[config.mk]
export PLATFORM = sky130hd
export DESIGN_NAME = kvt_cell
export DESIGN_NICKNAME = d
export VERILOG_FILES = /design/src/sv/kvt_pkg.sv /design/src/sv/kvt_cell.sv
export SDC_FILE = /design/constraint.sdc
export NUM_CORES = 1
export LEC_CHECK = 0
export ABC_AREA = 0
export BUFFER_PORTS_ARGS = -buffer_cell sky130_fd_sc_hd__buf_2
export CAP_MARGIN = 15
export CORE_AREA = 2 2 209 211
export DETAILED_ROUTE_END_ITERATION = 8
export DIE_AREA = 0 0 211 213
export SETUP_SLACK_MARGIN = 0.15
export SYNTH_ARGS = -nofsm -noshare
export SYNTH_HDL_FRONTEND = slang
export SYNTH_SLANG_ARGS = --single-unit
[constraint.sdc]
create_clock -name i_clk -period 10.56 [get_ports i_clk]
set_clock_uncertainty 0.2 [all_clocks]
set_input_delay 1.584 -clock i_clk [delete_from_list [all_inputs] [get_ports i_clk]]
set_output_delay 1.584 -clock i_clk [all_outputs]
set_load 0.05 [all_outputs]
[src/sv/kvt_pkg.sv]
package kvt_pkg;

    // Table geometry.
    localparam int TABLE_DEPTH = 128;
    localparam int KEY_BITS    = 64;
    localparam int VALUE_BITS  = 64;
    localparam int CNT_W       = $clog2(TABLE_DEPTH + 1);

    // Command codes. Code 3 is unused and behaves as a miss.
    localparam logic [1:0] CMD_PUT = 2'd0;
    localparam logic [1:0] CMD_GET = 2'd1;
    localparam logic [1:0] CMD_DEL = 2'd2;

    // Result status codes.
    localparam logic [2:0] ST_INSERTED = 3'd0;
    localparam logic [2:0] ST_UPDATED  = 3'd1;
    localparam logic [2:0] ST_FULL     = 3'd2;
    localparam logic [2:0] ST_HIT      = 3'd3;
    localparam logic [2:0] ST_MISS     = 3'd4;
    localparam logic [2:0] ST_REMOVED  = 3'd5;
    localparam logic [2:0] ST_DEL_MISS = 3'd6;

    // Input transaction payload.
    typedef struct packed {
        logic [1:0]  command;
        logic [63:0] search_key;
        logic [63:0] new_value;
    } t_kvt_in;

    // Output transaction payload.
    typedef struct packed {
        logic [2:0]  status;
        logic [63:0] read_value;
        logic [7:0]  entry_count;
        logic        table_empty;
    } t_kvt_out;

    // Request broadcast to every cell while an operation runs.
    typedef struct packed {
        logic [1:0]            cmd;
        logic [KEY_BITS-1:0]   key;
        logic [VALUE_BITS-1:0] value;
    } t_kvt_req;

    // Token that walks the chain one cell per cycle.
    typedef struct packed {
        logic                  active;
        logic                  found;
        logic                  done;
        logic [VALUE_BITS-1:0] rd;
    } t_kvt_tok;

    // Contents of one cell.
    typedef struct packed {
        logic [KEY_BITS-1:0]   key;
        logic [VALUE_BITS-1:0] value;
    } t_kvt_entry;

endpackage

[src/sv/kvt_cell.sv]
module kvt_cell
    import kvt_pkg::*;
(
    input  logic             i_clk,
    input  logic             i_rst_n,
    input  logic [CNT_W-1:0] i_index,
    input  logic [CNT_W-1:0] i_count,
    input  t_kvt_req         i_req,
    input  t_kvt_tok         i_tok,
    output t_kvt_tok         o_tok,
    input  t_kvt_entry       i_right,
    input  logic             i_pull,
    output t_kvt_entry       o_entry,
    output logic             o_pull
);

    t_kvt_entry r_entry;
    t_kvt_entry n_entry;
    t_kvt_tok   r_tok;
    t_kvt_tok   n_tok;
    logic       w_live;
    logic       w_hit;

    // Only cells below the entry count hold live entries.
    assign w_live  = i_index < i_count;
    assign w_hit   = w_live && (r_entry.key == i_req.key);
    assign o_entry = r_entry;
    assign o_tok   = r_tok;
    // Once the deleted entry has been passed, every cell moves one slot down.
    assign o_pull  = i_tok.active && (i_req.cmd == CMD_DEL) && i_tok.found;

    always_comb begin
        n_entry = r_entry;
        n_tok   = i_tok;
        if (i_pull) begin
            n_entry = i_right;
        end else if (i_tok.active) begin
            unique case (i_req.cmd)
                CMD_PUT: begin
                    if (!i_tok.done) begin
                        if (w_hit) begin
                            n_entry.value = i_req.value;
                            n_tok.done    = 1'b1;
                            n_tok.found   = 1'b1;
                        end else if (!w_live) begin
                            n_entry.key   = i_req.key;
                            n_entry.value = i_req.value;
                            n_tok.done    = 1'b1;
                        end
                    end
                end
                CMD_GET: begin
                    if (!i_tok.found && w_hit) begin
                        n_tok.found = 1'b1;
                        n_tok.rd    = r_entry.value;
                    end
                end
                CMD_DEL: begin
                    if (!i_tok.found && w_hit) begin
                        n_tok.found = 1'b1;
                    end
                end
                default: begin
                end
            endcase
        end
    end

    always_ff @(posedge i_clk) begin
        r_entry <= n_entry;
        if (!i_rst_n) begin
            r_tok.active <= 1'b0;
        end else begin
            r_tok <= n_tok;
        end
    end

endmodule

==> results of run 1 <==
## per-layer routing
metal  track usage  share of wire
met1         0.135           0.34
met2         0.258           0.53
met3        0.0581          0.094
met4        0.0780          0.044
met5             0        0.00067
## layout by cell type, fill, tap and decap left out, types with 2 or more instances in the layout
cell type	netlist	final
clkinvlp_4	0	3
inv_8	0	2
ha_1	11	11
inv_6	0	5
diode_2	0	6
clkbuf_16	0	17
buf_4	0	5
nand4_1	5	5
buf_2	0	537
edfxtp_1	194	194
a21o_1	3	3
mux2_4	7	7
nand2b_1	2	2
nor2_1	3	3
nor4_1	17	17
inv_1	11	11
xor2_1	64	64
mux2_2	185	185
## sequential cells by signal, indices dropped and copies added (netlist names)
signal	flops
o_tok	67
o_entry	128
## worst max-delay path: stages
cell and delay, ps:
buf_2 110, xor2_1 160, nor4_1 540, nand4_1 370
nor4_4 500, nand2b_1 200, a41o_4 330, buf_4 580
## kinds of logic after synthesis
kind of cell | Yosys count | synth area share
compound gates | 10 | 0.00816
xor+xnor | 64 | 0.0609
fa+ha+maj | 11 | 0.0150
buf+inv | 31 | 0.0175
flops | 195 | 0.635
mux | 192 | 0.238
simple gates | 35 | 0.0254
## per-stage QoR
stage                     worst slack, ps  instances  instance area, µm²   util
after floorplan                      2910        538                9200      -
after global placement               5390       1607               12500  0.293
after detailed placement             5270       1607               12500  0.293
after CTS                            5840       1639               13100  0.307
after global routing                 5770       1643               13100  0.307
final                                5980       1645               13100  0.307
## layout make-up
class / instances / area [µm²]
Fill cell: 4397 / 29600
Clock inverter: 14 / 144
Antenna cell: 6 / 15.0
Tap cell: 546 / 683
Clock buffer: 18 / 429
Multi-Input combinational cell: 312 / 3220
Timing Repair Buffer: 543 / 2740
Inverter: 11 / 41.3
Sequential cell: 195 / 5850
## worst paths after layout
check	start	to	slack (ps)	depth (start not counted)
hold / removal	o_entry[5]	o_tok[5]	370	1
setup reg to reg	o_entry[111]	o_entry[22]	6800	7
setup / recovery	i_req[111]	o_entry[22]	5980	8
hold reg to reg	o_entry[5]	o_tok[5]	370	1
## power by group through the flow
| stage | Sequential, µW | Combinational [µW] | Clock (µW) |
|---|---|---|---|
| floorplan | 1240 | 99.9 | 0 |
| finish | 980 | 536 | 657 |
| global placement | 997 | 540 | 0 |
| global route | 988 | 562 | 710 |
| CTS | 982 | 543 | 686 |
| detailed placement | 998 | 542 | 0 |
==> flow_summary.yaml, run 1 <==
outcome:
  outcome: "finished clean"
timing:
  hold_violations: 0
  relSlewSlack: 0.347
  fin_setup_tns_ps: 0
  worst_pin_slew_ps: 980
  holdWs_ps: 375
  slew_violations: 0
  setup_viol: 0
  post-route-period-util: 0.434
  fmax_mhz: 218
  rsz0062_at_grt: "no"
  period_needed_ps: 4580
flow_run:
  drv_cap: 0
power_and_ir_drop:
  clkPwrFrac: 0.302
  p_int_uw: 1430
  p_sw_uw: 747
  power_frac_comb: 0.247
  totalPowerFinal_uw: 2170
  p_per_area_nw_per_um2: 166
  seq_power_share: 0.451
  leakagePower_uw: 0.00566
  irDropWorstVdd_uv: 105
  swShare: 0.344
drt:
  wl_per_cell_um: 19.9
  avgViaCountPerCell: 4.21
  drtIter0Drc: 263
  vias: 6920
  ant_nets: 0
  drt-pass1-iter-count: 4
  drc: 0
  drt-total-wl_um: 32800
clock_tree:
  post-cts-setup-buffers: 0
  numCtsBuffers: 17
  htreeDepth: 4
  cts_num_sinks: 195
  cts_resized: 0
  cts_tree: "yes"
  cts-root-buf: "clkbuf_16"
  ctsHoldBuffers: 0
  clkTransAtPathRegs_ps: 70
  clockBufferDepth: 2
  insertion_delay_ps: 480
die:
  die_y_um: 213
  rows: 76
  core_um2: 42700
  die_w_um: 211
  io_pins: 540
  initial_core_util: 0.216
  dieArea_um2: 44900
grt:
  track_usage: 0.142
  grt_remaining_overflow: 0
  grt_pass1_vias: 7096
  antenna_found_initial: 9
  grt_first_pass_wirelength_um: 44900
  grt_max_degree: 78
placed_design:
  place_hpwl_um: 26100
  gp_congestion: 0.825
  port_buffers: 539
worst_setup_path:
  crit_type: "in2reg"
  cp.arrival_ps: 4480
  required_ps: 10470
  crit_path_end_kind: "flop"
  startpoint_type: "input pin"
  critPathMaxFanout: 55
yosys:
  ys.flop_type: "edfxtp_1"
  synth_edf_count: 194
  synth_common_cells: "194 x edfxtp_1, 185 x mux2_2, 64 x xor2_1, 17 x nor4_1"
  ys_async_sr_fraction: 0
  yosysSeqAreaShare: 0.635
  synth_seq_cells: 195
  synth.avg_cell_area_um2: 17.1
  yosys.area.top_type: "edfxtp_1"
  synth.most_common_cell: "edfxtp_1"
  synth_cells: 538
  syn_nets: 893
  yosys_warnings: 0
  syn-cell-area_um2: 9200
  synth_area_leaders: "edfxtp_1 63%, mux2_2 23%, xor2_1 6.1%"
  yosysUniqueCellTypes: 29
  synth_top_area_frac: 0.633
finish:
  area_growth_pct: 42.5
  finalNetCount: 1435
  layout-drive-gt1-share: 0.704
min_path:
  hold_path_class: "reg2reg"
Power figures use the tool's default switching activity.
==> inputs of run 2 (changes only) <==
ABC_AREA = 1   (was 0)
CORE_AREA = 2 2 207 209   (was 2 2 209 211)
DIE_AREA = 0 0 209 211   (was 0 0 211 213)
clock period = 3.9 ns   (was 10.56 ns; I/O delays follow)
==> flow_summary.yaml, run 2 <==
outcome:
  outcome: "finished clean"
yosys:
  synth_cells: 1163
  yosys_warnings: 0
  ys_async_sr_fraction: 0
  yosysSeqAreaShare: 0.574
  ys.flop_type: "edfxtp_1"
  synth_seq_cells: 195
  syn_nets: 1518
  synth_area_leaders: "edfxtp_1 57%, nand2_1 22%, nand4_1 4.0%"
  synth_edf_count: 194
  synth_top_area_frac: 0.572
  syn-cell-area_um2: 10200
  yosysUniqueCellTypes: 25
  synth.avg_cell_area_um2: 8.76
  synth_common_cells: "593 x nand2_1, 194 x edfxtp_1, 101 x inv_1, 65 x nand4_1, 41 x nor2_1"
  yosys.area.top_type: "edfxtp_1"
  synth.most_common_cell: "nand2_1"
worst_setup_path:
  critPathBufInv: 2
  crit_type: "reg2reg"
  r2r-start: "o_entry[120]"
  crit_start: "o_entry[120]"
  critPathSlowestCell: "edfxtp_1"
  cp.arrival_ps: 2650
  crit_path_end_kind: "flop"
  required_ps: 3860
  path_common_cell: "nand2_1"
  critPathMaxFanout: 27
  regToRegEndpoint: "o_entry[15]"
  r2r_slack_ps: 1220
  cp_top_family: "simple AND/OR/NAND/NOR gates"
  startpoint_type: "flop"
  worstPathCellList: "xnor2_1 > nand2_1 > inv_1 > nand2_1 > nor2_1 > nand2_1 > nor2_4 > nand2_1 > nand2_1 > nand2_1 > nand2_4 > buf_12"
  max_stage_delay_ps: 440
  rr_worst_depth: 12
drt:
  ant_nets: 0
  wl_per_cell_um: 16.5
  drc: 0
  drt-pass1-iter-count: 5
  drtIter0Drc: 585
  avgViaCountPerCell: 4.39
  drt-total-wl_um: 37000
  vias: 9825
finish:
  layout_commonest_cell: "nand2_1"
  layout-drive-gt1-share: 0.357
  multiInputGateArea_um2: 3680
  final_cell_mix: "592 x nand2_1, 538 x buf_2, 194 x edfxtp_1"
  largest_reg_flops: 128
  final_util: 0.338
  area_growth_pct: 38.4
  finalNetCount: 2040
  ff_latch_area_um2: 5850
  fillers: 4394
clock_tree:
  cts_resized: 0
  numCtsBuffers: 17
  ctsHoldBuffers: 0
  cts_num_sinks: 195
  post-cts-setup-buffers: 0
  htreeDepth: 4
  cts-root-buf: "clkbuf_16"
  insertion_delay_ps: 460
  clockBufferDepth: 2
  cts_tree: "yes"
  clkTransAtPathRegs_ps: 80
grt:
  grt_first_pass_wirelength_um: 54700
  track_usage: 0.163
  grt_remaining_overflow: 0
  grt_pass1_vias: 9650
  grt_max_degree: 75
  antenna_found_initial: 2
min_path:
  min_from: "i_tok[66]"
  hold_path_class: "in2reg"
  hold_end: "o_tok[66]"
  hold_path_depth: 3
power_and_ir_drop:
  swShare: 0.363
  irDropWorstVdd_uv: 242
  p_per_area_nw_per_um2: 431
  clkPwrFrac: 0.303
  leakagePower_uw: 0.00720
  p_int_uw: 3870
  seq_power_share: 0.437
  p_sw_uw: 2210
  power_frac_comb: 0.260
  totalPowerFinal_uw: 6080
timing:
  fmax_mhz: 373
  worst_pin_slew_ps: 800
  setup_viol: 0
  rsz0062_at_grt: "no"
  slew_violations: 0
  relSlewSlack: 0.467
  period_needed_ps: 2680
  fin_setup_tns_ps: 0
  post-route-period-util: 0.688
  hold_violations: 0
die:
  rows: 75
  dieArea_um2: 44100
  die_w_um: 209
  io_pins: 540
  core_um2: 41800
  die_y_um: 211
  initial_core_util: 0.244
placed_design:
  gp_congestion: 0.881
  place_hpwl_um: 29100
  port_buffers: 539
flow_run:
  drv_cap: 0
==> run 2: cell count changes after synthesis, moves of 17 or more <==
cell | previous run | this run
nor2_1 | 3 | 41
xnor2_1 | 0 | 22
mux2_2 | 185 | 0
o21ai_0 | 1 | 38
nand4_1 | 5 | 65
inv_1 | 11 | 101
clkbuf_1 | 11 | 32
xor2_1 | 64 | 15
nand2_1 | 1 | 593
nor4_1 | 17 | 0
==> run 2: worst max-delay path by stage <==
stage / endpoint / cells past startpoint
after floorplan: o_entry[0] / 11
after global placement: o_entry[13] / 13
after detailed placement: o_tok[9] / 12
after CTS: o_entry[26] / 12
after global routing: o_entry[36] / 12
final: o_entry[15] / 12
==> run 2: layer usage <==
metal,track usage,vias to the layer above,wire length [µm]
met5,0,-,0
met4,0.0544,0,778
met3,0.0431,48,2590
met2,0.292,443,19100
met1,0.189,4538,14600
li1,-,4796,-
==> run 2: kinds of logic after synthesis <==
logic type,after synthesis,share of synthesized area
fa+ha+maj,11,0.0135
flops,195,0.574
compound gates,45,0.0232
xor+xnor,37,0.0318
simple gates,720,0.291
buf+inv,155,0.0671
==> run 2: power groups by stage <==
stage                     Combinational, µW  Clock (µW)  Sequential, µW
final                                  1580        1840            2660
after global placement                 1580           0            2700
after detailed placement               1590           0            2700
after CTS                              1600        1910            2660
after floorplan                         356           0            3360
after global routing                   1680        1980            2680
==> run 2: layout make-up <==
class                      count  area share
clock buffer                  17      0.0301
multi-input combinational    813       0.261
inverter                     101      0.0270
sequential                   195       0.414
tap                          539      0.0478
antenna                        2    0.000355
timing repair buffer         557       0.207
clock inverter                15      0.0129
==> run 2: stage by stage <==
stage	instances	cell area, µm²	hold slack, ps	setup slack (ps)
global placement	2205	13500	365	819
CTS	2237	14100	120	1110
detailed placement	2205	13500	374	844
global route	2237	14100	160	973
finish	2239	14100	159	1220
floorplan	1163	10200	478	339
==> run 2: worst min-delay path: stages <==
cell and delay, ps:
buf_2 110, nand2_1 50, inv_1 40
